**config.mk**
```make
export PLATFORM = sky130hd
export DESIGN_NAME = gwc_sqrt
export DESIGN_NICKNAME = d
export VERILOG_FILES = /design/src/hdl/gwc_pkg.sv /design/src/hdl/gwc_sqrt.sv
export SDC_FILE = /design/constraint.sdc
export NUM_CORES = 1
export LEC_CHECK = 0
export ABC_AREA = 0
export CAP_MARGIN = 25
export CORE_MARGIN = 3
export CORE_UTILIZATION = 55
export DETAILED_ROUTE_END_ITERATION = 6
export DONT_BUFFER_PORTS = 1
export PLACE_DENSITY_LB_ADDON = 0.2
export SYNTH_ARGS = -nofsm -noshare
export SYNTH_HDL_FRONTEND = slang
export SYNTH_SLANG_ARGS = --single-unit
```
**constraint.sdc**
```tcl
create_clock -name clk_i -period 4.65 [get_ports clk_i]
set_input_delay 1.395 -clock clk_i [delete_from_list [all_inputs] [get_ports clk_i]]
set_output_delay 1.395 -clock clk_i [all_outputs]
set_load 0.02 [all_outputs]
```
**src/hdl/gwc_pkg.sv**
```systemverilog
package gwc_pkg;

  // Bank size default
  localparam int unsigned NUM_FEATURES_DEF = 256;

  // Configuration register indexes
  localparam int unsigned CFG_IDX_W = 2;
  localparam logic [CFG_IDX_W-1:0] CFG_INIT_COV    = 2'd0;
  localparam logic [CFG_IDX_W-1:0] CFG_MEAN_NOISE  = 2'd1;
  localparam logic [CFG_IDX_W-1:0] CFG_SIGMA_NOISE = 2'd2;

  localparam int unsigned REG_W = 31;
  localparam logic [REG_W-1:0] INIT_COV_RST = 31'd65536000;
  localparam logic [REG_W-1:0] NOISE_RST    = 31'd655;

  // Q16.16 constants
  localparam logic [31:0] Q_ONE     = 32'd65536;
  localparam logic [31:0] SIGMA_MAX = 32'h7FFF_FFFF;
  localparam logic [16:0] MIN_GAIN  = 17'd66;
  localparam logic [16:0] GAIN_ONE  = 17'd65536;

  // Parity codes
  localparam logic [1:0] PAR_ZERO = 2'd0;
  localparam logic [1:0] PAR_POS  = 2'd1;
  localparam logic [1:0] PAR_NEG  = 2'd2;

  // Divider step counts: gain quotient fits 17 bits, shrink quotient 32 bits
  localparam logic [5:0] DIV_SHORT_STEPS = 6'd17;
  localparam logic [5:0] DIV_LONG_STEPS  = 6'd32;
  localparam logic [5:0] SQRT_STEPS      = 6'd32;

  typedef struct packed {
    logic               op;
    logic [7:0]         feature_index;
    logic signed [31:0] response_value;
    logic               is_foreground;
  } in_t;

  typedef struct packed {
    logic               hypothesis_positive;
    logic               misclassified;
    logic signed [31:0] decision_threshold;
    logic               parity_positive;
  } out_t;

  // One Gaussian of the bank
  typedef struct packed {
    logic signed [31:0] mean;
    logic [31:0]        sigma;
    logic [31:0]        cov_mean;
    logic [31:0]        cov_sigma;
  } dist_t;

  // Per-feature decision
  typedef struct packed {
    logic [1:0]         parity;
    logic signed [31:0] threshold;
  } thr_t;

  // Status of an iterative unit
  typedef struct packed {
    logic busy;
    logic done;
  } unit_status_t;

endpackage

```
**src/hdl/gwc_sqrt.sv**
```systemverilog
module gwc_sqrt (
  input  logic                  clk_i,
  input  logic                  rst_ni,
  input  logic                  start_i,
  input  logic [63:0]           rad_i,
  output gwc_pkg::unit_status_t stat_o,
  output logic [31:0]           root_o
);

  logic        busy_q, busy_d, done_q, done_d;
  logic [5:0]  cnt_q, cnt_d;
  logic [33:0] rem_q, rem_d;
  logic [63:0] x_q, x_d;
  logic [31:0] root_q, root_d;
  logic [35:0] r2, trial, r2_sub;
  logic        ge;

  // One root bit per cycle, two radicand bits shifted in
  always_comb begin
    busy_d = busy_q;
    done_d = 1'b0;
    cnt_d  = cnt_q;
    rem_d  = rem_q;
    x_d    = x_q;
    root_d = root_q;
    r2     = {rem_q, x_q[63:62]};
    trial  = {2'b00, root_q, 2'b01};
    ge     = (r2 >= trial);
    r2_sub = r2 - trial;
    if (start_i) begin
      busy_d = 1'b1;
      rem_d  = '0;
      root_d = '0;
      x_d    = rad_i;
      cnt_d  = gwc_pkg::SQRT_STEPS;
    end else if (busy_q) begin
      rem_d  = ge ? r2_sub[33:0] : r2[33:0];
      root_d = {root_q[30:0], ge};
      x_d    = {x_q[61:0], 2'b00};
      cnt_d  = cnt_q - 6'd1;
      if (cnt_q == 6'd1) begin
        busy_d = 1'b0;
        done_d = 1'b1;
      end
    end
  end

  always_ff @(posedge clk_i or negedge rst_ni) begin
    if (!rst_ni) begin
      busy_q <= 1'b0;
      done_q <= 1'b0;
      cnt_q  <= '0;
    end else begin
      busy_q <= busy_d;
      done_q <= done_d;
      cnt_q  <= cnt_d;
    end
  end

  always_ff @(posedge clk_i) begin
    rem_q  <= rem_d;
    x_q    <= x_d;
    root_q <= root_d;
  end

  assign stat_o.busy = busy_q;
  assign stat_o.done = done_q;
  assign root_o      = root_q;

endmodule

```
-- Word-level counts from Yosys, hierarchy flattened
Cells that the tools add are included.
- bits in registers: 138
- logic and storage cells: 22
- bits of input ports: 67
- output and inout port bits: 34
- reduce and logical (&&, ||, !) cells: 1
- eq/ne operators: 1
- mux-type cells: 11
- add/sub/neg operators: 2
- $lt $le $gt $ge: 1
- operator list (operator ; number):
    $mux 64 ; 2
    $ge 36x34->1 ; 1
    $mux 34 ; 1
    $sub 34x34->34 ; 1
    $mux 6 ; 2
    $eq 6x1->1 const B ; 1
    $mux 1 ; 6
    $sub 6x1->6 const B ; 1
    $reduce_bool 2->1 ; 1

-- Longest topological paths before layout
- depth in word-level cells: 4
- depth in mapped cells: 13
- gate-level depth less buffers: 10

-- Worst setup path before layout
No wires, ideal clock.
- path kind: input -> register
- from: input port start_i
- to: register x_q[0] (enable)
- arrival time: 3.298 ns
- stages on the path: 4
- library setup time: 0.418 ns
- data required time: 4.232 ns
- path buffers: 2
- setup slack: 0.934 ns
- cell sequence: buf_1 clkbuf_1 nor2_1 inv_1
- word-level cells in the longest chain between the ends: 1
- RTL lines (what ; line ; RTL):
    start: declaration ; gwc_sqrt.sv:4 ; input logic start_i,
    $reduce_bool 2->1 (no line) ; -- ;
    end signal: assignment ; gwc_sqrt.sv:62 ; x_q <= x_d;
    end: declaration ; gwc_sqrt.sv:13 ; logic [63:0] x_q, x_d;
Every way passes these cells.
A chain may end at the register's enable or synchronous reset.

-- Worst setup path in the final report
- from: register root_q[11] (netlist: root_o[11])
- to: register rem_q[33]
- word-level cells in the longest chain between the ends: 2
- elaborated cells between the ends (all ways): 3
- those cells by class: 1 x add/sub; 1 x order compare; 1 x mux
- RTL lines (what ; line ; RTL):
    start: declaration ; gwc_sqrt.sv:14 ; logic [31:0] root_q, root_d;
    start signal: assignment ; gwc_sqrt.sv:63 ; root_q <= root_d;
    $sub 34x34->34 / $ge 36x34->1 (equally long branches) ; gwc_sqrt.sv:29, gwc_sqrt.sv:28 ;
    $mux 34 (*) ; gwc_sqrt.sv:37 ; rem_d = ge ? r2_sub[33:0] : r2[33:0];
    end signal: assignment ; gwc_sqrt.sv:61 ; rem_q <= rem_d;
    end: declaration ; gwc_sqrt.sv:12 ; logic [33:0] rem_q, rem_d;
Every way passes the cells marked *; elsewhere a longest branch is shown, timed or not.

==> summary.txt <==
Status
  – Status: completed

Yosys
  – Yosys warns: 0
  – Async set-reset flop share out of synthesis: 0.0580
  – Netlist cell types: 68
  – Mapped Cells: 748
  – Syn avg cell area: 10.4 sq um
  – Post-synthesis cell area: 7790 sq um
  – Top_reg_cell synth: dfxtp_1
  – Post-synth EDFFs: 64
  – Syn_nets: 851
  – Seq/Total Area, Yosys: 0.442
  – Synth Register Bits: 138

Power
  – Overall Power: 5720 uW
  – Leakage power: 0.00349 uW
  – PD cells: 680 nW/um^2
  – VDD IR max: 0.267 mV

Clock tree
  – Clock Tree Buf Depth: 2
  – Clock tree sinks: 138
  – # Post-CTS Setup Buffers: 0
  – Clk pin slew, worst setup/hold paths: 0.06 ns
  – CTS H-tree lvls: 4
  – Clock buffer count from CTS: 17
  – Clk_lat worst skew: 0.43 ns
  – CTS tree: yes
  – # hold bufs at CTS: 0
  – Clk root buf: clkbuf_16
  – Post-CTS sizing: 0

GRT
  – Vias in the first global route: 5,253
  – Initial antenna violation count: 0
  – Tot GR Track Use: 0.200
  – Grt ovf: 0
  – Largest net degree at the start of global routing: 151
  – First-pass GRT wire length: 25,900 um

Timing
  – Max Slew Vio Count: 0
  – Final hold violation count: 0
  – Worst slew margin: 0.436
  – Min cycle time layout: 3.12 ns
  – Fin crit share: 0.671
  – Setup WS post-layout: 1.53 ns
  – Final setup TNS: 0 ns
  – RSZ-0062 raised after global routing: no
  – F_max: 320 MHz
  – Final Setup Violations: 0
  – Worst Skew: 0.0110 ns
  – Worst slew pin tran: 0.845 ns

Layout
  – Commonest non-fill, non-tap cells in the layout: nor2_1, dfxtp_1, edfxtp_1, mux2_2, mux2i_1
  – FILL cells: 1,160
  – Layout Nets: 828
  – Share of layout cells above drive strength 1: 0.160
  – Antenna diodes: 0
  – Syn-to-layout area delta: 7.93%
  – Commonest non-fill, non-tap cell in the layout: nor2_1

Critical path
  – Critical R2R Capture: rem_q[33]$_SDFFE_PP0P_
  – CP Class: register to register
  – Critical Path, Cell by Cell: inv_1 > ha_1 > a21oi_2 > o21ai_1 > or4_4 > o211ai_2 > nand3_2 > a31oi_1 > buf_4 > a311o_1 > a21oi_1
  – Worst Setup End Kind: register
  – CP delay by family, top: compound AO/OA/AOI/OAI gates
  – Register-to-Register Path Depth: 11
  – Buf/Inv on CP: 2
  – Worst path max stage delay: 0.50 ns
  – Register-to-Register Setup Slack: 1.53 ns
  – Type of element launching the critical path: register
  – Worst EP required: 4.96 ns
  – Slowest CP cell: a31oi_1
  – WP data arrival: 3.43 ns
  – Worst r2r src: root_o[11]$_SDFFE_PP0P_
  – Worst-path maximum fanout: 8

Die
  – Die area: 15,600 sq um
  – Core ar.: 13,600 sq um
  – Die height: 125 um
  – I/O Pins: 101
  – Starting Density: 0.575
  – DIE WIDTH: 125 um
  – Cell row count: 42

Placement
  – DP HPWL: 10,800 um
  – Routability Congestion: 0.881
  – Pre-CTS WS: 1.53 ns
  – Port bufs: 0

Worst hold path
  – Worst Hold Depth: 2
  – HP Start: rem_q[1]$_SDFFE_PP0P_
  – Hold EP: rem_q[1]$_SDFFE_PP0P_
  – Hold WC Path Type: register to register

Drt
  – Routed vias/inst: 5.92
  – DR iter-0 viols: 415
  – Routed WL: 15,600 um
  – Post-route ant nets: 0
  – Total number of vias: 5,408
  – First-pass detailed-route iteration total: 5
  – Wire per inst: 17.0 um
  – DRC Markers: 0

Job
  – Maximum capacitance violations: 0
worst max path at each step:
stage,start,endpoint,slack (ns),cells past startpoint
2_1_floorplan,start_i,x_q[0]$_SDFFCE_PN0P_,0.93,4
3_3_place_gp,root_o[7]$_SDFFE_PP0P_,rem_q[21]$_SDFFE_PP0P_,1.31,10
3_5_place_dp,root_o[11]$_SDFFE_PP0P_,rem_q[33]$_SDFFE_PP0P_,1.53,11
4_1_cts,root_o[11]$_SDFFE_PP0P_,rem_q[33]$_SDFFE_PP0P_,1.52,11
5_1_grt,root_o[1]$_SDFFE_PP0P_,rem_q[27]$_SDFFE_PP0P_,1.29,10
6_report,root_o[11]$_SDFFE_PP0P_,rem_q[33]$_SDFFE_PP0P_,1.53,11
cells in the mapped netlist, types with 9 or more instances:
library cell,instances,share of area
a21oi_1,29,0.019
edfxtp_1,64,0.25
a211oi_1,27,0.026
o21ai_0,16,0.010
nor2_1,83,0.040
nand2_1,37,0.018
xnor2_1,17,0.019
clkbuf_1,29,0.014
mux2_2,62,0.090
nand2b_1,12,0.0096
xor2_1,17,0.019
buf_1,9,0.0043
inv_1,42,0.020
nand3_1,9,0.0058
ha_1,36,0.058
mux2i_1,53,0.068
dfxtp_1,66,0.17
metrics by stage:
step | cells | util | hold WS [ns] | area (sq um)
2_1_floorplan | 748 | - | 0.470 | 7790
3_3_place_gp | 881 | 0.577 | 0.486 | 7820
3_5_place_dp | 882 | 0.577 | 0.494 | 7830
4_1_cts | 914 | 0.620 | 0.502 | 8410
5_1_grt | 914 | 0.620 | 0.528 | 8410
6_report | 914 | 0.620 | 0.501 | 8410
cells by family after synthesis:
logic type,Yosys count,share of synthesized area
flip-flops,138,0.442
AO/OA/AOI/OAI,141,0.131
buffers and inverters,90,0.0507
XOR/XNOR,34,0.0382
AND/OR/NAND/NOR,194,0.122
multiplexers,115,0.158
adder cells (fa/ha/maj),36,0.0578
registers in the layout (all words and copies together), names as in the netlist:
name    cells
busy_q      1
cnt_q       6
done_q      1
rem_q      34
root_o     32
x_q        64
power by group:
group / switching, uW / internal [uW] / leakage [uW]
Combinational: 1470 / 1210 / 0.00189
Sequential: 170 / 1520 / 0.00132
Clock: 548 / 797 / 0.000281
Total: 2190 / 3530 / 0.00349
metal layers:
layer | part of all wire | global-route usage | up-vias
li1 | - | - | 2686
met1 | 0.47 | 0.270 | 2545
met2 | 0.46 | 0.313 | 149
met3 | 0.052 | 0.0537 | 28
met4 | 0.016 | 0.0682 | 0
met5 | 0 | 0 | -
cell type report:
cell class	instances	area, sq um	share of cell area
Multi-Input combinational cell	520	3960	0.470
Sequential cell	138	3450	0.410
Clock buffer	17	425	0.0506
Tap cell	176	220	0.0262
Clock inverter	15	161	0.0192
Inverter	42	158	0.0187
Timing Repair Buffer	6	45.0	0.00535
worst min-delay path: cells and delay by family (launching register included):
family	cells	cell delay [ns]
simple gates	1	0.08
compound gates	1	0.05
flops	1	0.32
(Power assumes the default switching activity.)
