### src/hdl/gwc_pkg.sv
package gwc_pkg;

  // Bank size default
  localparam int unsigned NUM_FEATURES_DEF = 256;

  // Configuration register indexes
  localparam int unsigned CFG_IDX_W = 2;
  localparam logic [CFG_IDX_W-1:0] CFG_INIT_COV    = 2'd0;
  localparam logic [CFG_IDX_W-1:0] CFG_MEAN_NOISE  = 2'd1;
  localparam logic [CFG_IDX_W-1:0] CFG_SIGMA_NOISE = 2'd2;

  localparam int unsigned REG_W = 31;
  localparam logic [REG_W-1:0] INIT_COV_RST = 31'd65536000;
  localparam logic [REG_W-1:0] NOISE_RST    = 31'd655;

  // Q16.16 constants
  localparam logic [31:0] Q_ONE     = 32'd65536;
  localparam logic [31:0] SIGMA_MAX = 32'h7FFF_FFFF;
  localparam logic [16:0] MIN_GAIN  = 17'd66;
  localparam logic [16:0] GAIN_ONE  = 17'd65536;

  // Parity codes
  localparam logic [1:0] PAR_ZERO = 2'd0;
  localparam logic [1:0] PAR_POS  = 2'd1;
  localparam logic [1:0] PAR_NEG  = 2'd2;

  // Divider step counts: gain quotient fits 17 bits, shrink quotient 32 bits
  localparam logic [5:0] DIV_SHORT_STEPS = 6'd17;
  localparam logic [5:0] DIV_LONG_STEPS  = 6'd32;
  localparam logic [5:0] SQRT_STEPS      = 6'd32;

  typedef struct packed {
    logic               op;
    logic [7:0]         feature_index;
    logic signed [31:0] response_value;
    logic               is_foreground;
  } in_t;

  typedef struct packed {
    logic               hypothesis_positive;
    logic               misclassified;
    logic signed [31:0] decision_threshold;
    logic               parity_positive;
  } out_t;

  // One Gaussian of the bank
  typedef struct packed {
    logic signed [31:0] mean;
    logic [31:0]        sigma;
    logic [31:0]        cov_mean;
    logic [31:0]        cov_sigma;
  } dist_t;

  // Per-feature decision
  typedef struct packed {
    logic [1:0]         parity;
    logic signed [31:0] threshold;
  } thr_t;

  // Status of an iterative unit
  typedef struct packed {
    logic busy;
    logic done;
  } unit_status_t;

endpackage

### src/hdl/gwc_div.sv
module gwc_div (
  input  logic                    clk_i,
  input  logic                    rst_ni,
  input  logic                    start_i,
  input  logic                    long_i,
  input  logic [63:0]             dividend_i,
  input  logic [32:0]             divisor_i,
  output gwc_pkg::unit_status_t   stat_o,
  output logic [31:0]             quotient_o
);

  logic        busy_q, busy_d, done_q, done_d;
  logic [5:0]  cnt_q, cnt_d;
  logic [33:0] rem_q, rem_d;
  logic [63:0] num_q, num_d;
  logic [32:0] den_q, den_d;
  logic [31:0] quo_q, quo_d;
  logic [33:0] trial;
  logic        ge;

  // One quotient bit per cycle, restoring
  always_comb begin
    busy_d = busy_q;
    done_d = 1'b0;
    cnt_d  = cnt_q;
    rem_d  = rem_q;
    num_d  = num_q;
    den_d  = den_q;
    quo_d  = quo_q;
    trial  = {rem_q[32:0], num_q[63]};
    ge     = (trial >= {1'b0, den_q});
    if (start_i) begin
      den_d = divisor_i;
      quo_d = '0;
      if (divisor_i == '0) begin
        // zero divisor: quotient zero
        done_d = 1'b1;
      end else begin
        busy_d = 1'b1;
        if (long_i) begin
          rem_d = {2'b00, dividend_i[63:32]};
          num_d = {dividend_i[31:0], 32'd0};
          cnt_d = gwc_pkg::DIV_LONG_STEPS;
        end else begin
          rem_d = dividend_i[50:17];
          num_d = {dividend_i[16:0], 47'd0};
          cnt_d = gwc_pkg::DIV_SHORT_STEPS;
        end
      end
    end else if (busy_q) begin
      rem_d = ge ? (trial - {1'b0, den_q}) : trial;
      quo_d = {quo_q[30:0], ge};
      num_d = {num_q[62:0], 1'b0};
      cnt_d = cnt_q - 6'd1;
      if (cnt_q == 6'd1) begin
        busy_d = 1'b0;
        done_d = 1'b1;
      end
    end
  end

  always_ff @(posedge clk_i or negedge rst_ni) begin
    if (!rst_ni) begin
      busy_q <= 1'b0;
      done_q <= 1'b0;
      cnt_q  <= '0;
    end else begin
      busy_q <= busy_d;
      done_q <= done_d;
      cnt_q  <= cnt_d;
    end
  end

  always_ff @(posedge clk_i) begin
    rem_q <= rem_d;
    num_q <= num_d;
    den_q <= den_d;
    quo_q <= quo_d;
  end

  assign stat_o.busy = busy_q;
  assign stat_o.done = done_q;
  assign quotient_o  = quo_q;

endmodule

### config.mk
export PLATFORM = sky130hd
export DESIGN_NAME = gwc_div
export DESIGN_NICKNAME = d
export VERILOG_FILES = /design/src/hdl/gwc_pkg.sv /design/src/hdl/gwc_div.sv
export SDC_FILE = /design/constraint.sdc
export NUM_CORES = 1
export LEC_CHECK = 0
export BUFFER_PORTS_ARGS = -buffer_cell sky130_fd_sc_hd__buf_2
export CAP_MARGIN = 20
export CORE_ASPECT_RATIO = 1.1
export CORE_MARGIN = 10
export CORE_UTILIZATION = 57
export DETAILED_ROUTE_END_ITERATION = 8
export HOLD_SLACK_MARGIN = 0.15
export PLACE_DENSITY = 0.84
export SLEW_MARGIN = 20
export SYNTH_ARGS = -nofsm -noshare
export SYNTH_HDL_FRONTEND = slang
export SYNTH_SLANG_ARGS = --single-unit
export TNS_END_PERCENT = 30
### constraint.sdc
create_clock -name clk_i -period 4.2 [get_ports clk_i]
set_input_delay 0.63 -clock clk_i [delete_from_list [all_inputs] [get_ports clk_i]]
set_output_delay 0.63 -clock clk_i [all_outputs]
set_load 0.05 [all_outputs]
# After elaboration in Yosys (flattened, before gate mapping)
# Cells that the tools add are included.
[word_totals]
out_inout_bits = 34
wordCells = 36
in_bits = 101
reg_bits = 170
[op_classes]
reduce_logical = 3
eq_ne = 2
muxes = 21
addsub = 2
n_lt_le_gt_ge = 1
[ops]
columns = ["cell", "count"]
rows = [
  ["two-way mux 64 bit", 4],
  ["two-way mux 33 bit", 5],
  [">= comparator 34 x 33 -> 1 bit", 1],
  ["zero test 33 bit", 1],
  ["subtractor 33 bit", 1],
  ["two-way mux 6 bit", 4],
  ["two-way mux 1 bit", 8],
  ["== test 6 x 1 -> 1 bit, second input constant", 1],
  ["subtractor 6 x 1 -> 6 bit, second input constant", 1],
  ["inequality test 2 bit, second input constant", 1],
  ["AND reduction 2 bit", 1],
  ["nonzero test 2 bit", 1],
]

# Longest topological paths before layout
[logic_depth]
ltp_word = 4
depth_mapped = 15
depth_no_buf = 13

# Worst setup path before layout
# No wires, ideal clock.
[synth_timing]
kind = "input -> register"
startpoint = "input start_i"
endpoint = "register cnt_q[5]"
setup_time_ns = 0.137
n_path_buf = 1
stages = 7
required_time_ns = 4.063
setup_slack_ns = 1.118
arrival_time_ns = 2.945
cell_sequence = "clkbuf_1 > inv_1 > nor2_1 > nor2_1 > inv_1 > mux2i_1 > o21ai_0"
[synth_via]
elab_chain_cells = 2
elab_cells_between_ends = 4
classes_between = "eq/ne (1); mux (1); reduce/logical (2)"
[synth_rtl]
columns = ["element", "line", "source"]
rows = [
  ["start, declared", "gwc_div.sv:4", "input logic start_i,"],
  ["inequality test 2 bit (no source line) / nonzero test 2 bit (equally long branches)", "-", ""],
  ["AND reduction 2 bit (no source line)", "-", ""],
  ["end signal, assigned", "gwc_div.sv:70", "cnt_q <= cnt_d;"],
  ["end, declared", "gwc_div.sv:13", "logic [5:0] cnt_q, cnt_d;"],
]
# Parallel ways exist; a longest one is shown, timed or not.
# A chain may end at the register's enable or synchronous reset.

# Worst setup path in the final report
[layout_timing]
startpoint = "register rem_q[14]"
endpoint = "register rem_q[1] (data pin)"
[layout_via]
elab_chain_cells = 4
[layout_rtl]
columns = ["element", "line", "source"]
rows = [
  ["start, declared", "gwc_div.sv:14", "logic [33:0] rem_q, rem_d;"],
  ["start signal, assigned", "gwc_div.sv:75", "rem_q <= rem_d;"],
  [">= comparator 34 x 33 -> 1 bit", "gwc_div.sv:31", "ge = (trial >= {1'b0, den_q});"],
  ["two-way mux 33 bit", "gwc_div.sv:51", "rem_d = ge ? (trial - {1'b0, den_q}) : trial;"],
  ["two-way mux 33 bit", "gwc_div.sv:50", "end else if (busy_q) begin"],
  ["two-way mux 33 bit", "gwc_div.sv:32", "if (start_i) begin"],
  ["via rem_d[1]", "gwc_div.sv:14", ""],
]
# The timed path passes the listed nets, and every way through them passes these cells. The select of a mux whose other input is x is not followed.

==> flow_summary_export.csv <==
group,metric,value,unit
die,initial_core_util,58.2,%
routing,vias,6855,
routing,vias_per_cell,5.99,
pwr,pwr-share-comb,36.8,%
pwr,power.leakage,4.37,nW
synth,netlist_area,8070,µm²
worst_setup_path,crit_end,"rem_q[1]",
timing,tightest_slew,0.894,ns
cells_and_area,synthToLayoutAreaGrowth,17.9,%
timing,timing.final.crit_share,85.4,%
clocking,cts_tree,"yes",
die,die_height,145,µm
pwr,p_clk_share,28.7,%
pwr,internal_power,3.36,mW
worst_setup_path,cp_slowest_cell,"o31ai_4",
routing,post_drt_wl_per_cell,19.3,µm
global_route,grt_max_degree,62,
timing,min_period,3.59,ns
cells_and_area,layout_common_cells,"buf_2 (133), edfxtp_1 (98), nor2_1 (80)",
placed_design,globalplace.congestion,0.932,
clocking,clock_latency,0.43,ns
timing,skew,0.00749,ns
worst_setup_path,rr_startpoint,"rem_q[14]",
die,rows,45,
die,die_area,19300,µm²
timing,report.final.slew_viol_count,0,
timing,fin_hold_ws,0.386,ns
synth,synth_cell_type_count,56,
die,die_x,133,µm
worst_setup_path,worst_ep_arrival_time,3.74,ns
global_route,antenna_found_initial,4,
cells_and_area,final_common_cell,"buf_2",
pwr,p_sw_share,37.0,%
worst_setup_path,cp-startpoint,"rem_q[14]",
clocking,cts.sink_count,138,
pwr,power_switching,1.98,mW
timing,relSlewSlack,40.4,%
worst_setup_path,critical-path-max-stage-delay,0.77,ns
clocking,path_clk_slew,0.07,ns
die,core_area,13900,µm²
global_route,overflow,0,
worst_setup_path,crit_path_frequent_cell,"a21oi_1",
worst_setup_path,start_kind,"flip-flop",
clocking,cts-root-buf,"clkbuf_16",
global_route,grt_pass1_vias,6865,
routing,routed_wl,22100,µm
global_route,grt_pass1_wl,35400,µm
placed_design,port_buffers,134,
timing,grt_setup_unrepaired,"no",
worst_setup_path,critPathRequiredTime,4.36,ns
pwr,vdd_drop_max,0.000348,V
clocking,clockBufferDepth,2,
synth,syn_inst,818,
synth,async_flop_share,5.80,%
worst_setup_path,reg2regPathDepth,10,
routing,drtIter0Drc,618,
synth,synth_edf_count,98,
worst_setup_path,path_buf_inv,1,
worst_setup_path,criticalPathCategory,"flip-flop to flip-flop",
worst_setup_path,worst_setup_path_end_kind,"flip-flop",
clocking,htreeDepth,4,
worst_setup_path,cp_max_fo,21,
routing,first_pass_iters,6,
worst_setup_path,path_depth,10,
pwr,power_frac_seq,34.5,%
cells_and_area,nets,1077,
worst_setup_path,reg2reg_slack,0.61,ns
flow_run,maxCapViolCount,0,
synth,synth-seq-cells,138,
cells_and_area,drive_above_1_share,19.7,%
outcome,status,"finished, final reports clean",
timing,hold_violations,0,
placed_design,dpl.hpwl,16300,µm
worst_setup_path,cp_cell_sequence,"ha_1 -> nand3_1 -> a21oi_1 -> nor3_1 -> o41a_1 -> o21a_1 -> o31ai_4 -> buf_4 -> mux2i_1 -> a21oi_1",
min_path,hold_class,"input pin to flip-flop",
die,ios,135,
synth,synth_fp_nets,955,
global_route,grt_usage,23.1,%
synth,ys_warn_count,0,
worst_setup_path,r2r_end,"rem_q[1]",
clocking,cts_made_buffers,17,
routing,detail-route-antenna-nets,0,
worst_setup_path,critPathTopFamily,"compound AO/OA/AOI/OAI gates",
synth,avgSynthCellArea,9.86,µm²
timing,finalSetupTns,0,ns
routing,drc,0,
timing,final-setup-viol-count,0,
timing,max_freq,0.279,GHz
synth,synth_seq_area_share,46.9,%
synth,ys.flop_type,"edfxtp_1",
pwr,power.density,561,nW/µm²
-- power by group through the flow --
| stage | Clock [mW] | Sequential [mW] | Combinational (mW) |
|---|---|---|---|
| after detailed placement | 0 | 1.86 | 1.91 |
| after global routing | 1.61 | 1.86 | 2.17 |
| after global placement | 0 | 1.85 | 1.88 |
| after floorplan | 0 | 1.85 | 1.48 |
| final | 1.53 | 1.84 | 1.97 |
| after CTS | 1.55 | 1.84 | 1.93 |
-- cell type report --
| class | instances | area (µm²) |
|---|---|---|
| Antenna cell | 3 | 7.51 |
| Clock buffer | 18 | 450 |
| Clock inverter | 14 | 160 |
| Fill cell | 1054 | 4340 |
| Inverter | 58 | 218 |
| Multi-Input combinational cell | 578 | 3870 |
| Sequential cell | 138 | 3780 |
| Tap cell | 188 | 235 |
| Timing Repair Buffer | 147 | 786 |
-- metal layers --
metal  part of all wire, %  track usage [%]  vias up
met2                    46             36.7      326
met1                    40             27.8     3228
li1                      -                -     3239
met4                   3.2             9.51        4
met5                  0.13                0        -
met3                    11             8.62       58
-- cell usage after synthesis, types with 2 or more instances --
cell | count | area [µm²]
edfxtp_1 | 98 | 2940
nor2_1 | 80 | 300
a21oi_1 | 78 | 390
mux2i_1 | 70 | 701
inv_1 | 58 | 218
nand2_1 | 49 | 184
o21ai_0 | 41 | 205
ha_1 | 35 | 438
dfxtp_1 | 32 | 641
nor2b_1 | 27 | 169
clkbuf_1 | 26 | 97.6
a211oi_1 | 24 | 180
xnor2_1 | 16 | 140
a22o_1 | 15 | 131
nand3_1 | 13 | 65.1
nor3_1 | 12 | 60.1
nor4_1 | 12 | 75.1
xor2_1 | 11 | 96.3
a21o_1 | 10 | 75.1
nand4_1 | 10 | 62.6
buf_1 | 8 | 30.0
dfrtp_1 | 8 | 200
and3_1 | 7 | 43.8
a31oi_1 | 6 | 37.5
buf_4 | 6 | 45.0
o21a_1 | 6 | 45.0
o22ai_1 | 6 | 37.5
o31ai_1 | 5 | 37.5
a21boi_0 | 4 | 30.0
o211ai_1 | 4 | 30.0
a211o_1 | 3 | 26.3
and2_1 | 3 | 18.8
buf_2 | 3 | 15.0
o21ai_1 | 3 | 15.0
o21bai_1 | 3 | 22.5
or3_1 | 3 | 18.8
a221o_1 | 2 | 20.0
and4_1 | 2 | 17.5
o31ai_2 | 2 | 25.0
-- through the flow --
step | area (µm²) | power, mW | worst slack [ns] | utilization (%) | std cells
after CTS | 9500 | 5.32 | 0.640 | 68.6 | 1141
final | 9510 | 5.34 | 0.614 | 68.7 | 1144
after global placement | 8880 | 3.73 | 0.778 | 64.1 | 1108
after global routing | 9500 | 5.64 | 0.364 | 68.6 | 1142
after floorplan | 8070 | 3.33 | 1.12 | - | 818
after detailed placement | 8880 | 3.77 | 0.627 | 64.1 | 1108
-- cell families (layout without fill, tap and decap cells) --
group,Yosys count,after routing,share of synthesized area [%]
compound gates,221,221,17.4
xor+xnor,27,27,2.93
flops,138,138,46.9
mux,71,71,8.82
fa+ha+maj,36,36,5.68
other cells,0,3,0
simple gates,223,223,13.1
buf+inv,102,237,5.16
-- worst min path at each step --
stage / startpoint / end / slack, ns / cells after the start
after CTS: divisor_i[30] / den_q[30] / 0.37 / 1
after global routing: divisor_i[9] / den_q[9] / 0.37 / 1
after global placement: quotient_o[31] / quotient_o[31] / 0.47 / 2
after detailed placement: rst_ni / cnt_q[3] / 0.48 / 1
final: divisor_i[30] / den_q[30] / 0.39 / 1
after floorplan: rst_ni / busy_q / 0.33 / 0
-- worst reg2reg max path: stages, from the launching register on --
cell,delay [ns]
edfxtp_1,0.40
ha_1,0.53
nand3_1,0.16
a21oi_1,0.14
nor3_1,0.08
o41a_1,0.37
o21a_1,0.16
o31ai_4,0.78
buf_4,0.40
mux2i_1,0.21
a21oi_1,0.09
-- what timing repair did --
item,CTS,global route
buffers inserted,0,0
hold buffers,1,0
gates resized for setup,0,0
hold endpoints to repair,8,0
-- sequential cells by signal (all words and copies together), names as in the netlist --
| signal | count |
|---|---|
| busy_q | 1 |
| den_q | 33 |
| cnt_q | 6 |
| rem_q | 33 |
| num_q | 32 |
| quotient_o | 32 |
| done_q | 1 |
(Power assumes the default switching activity.)
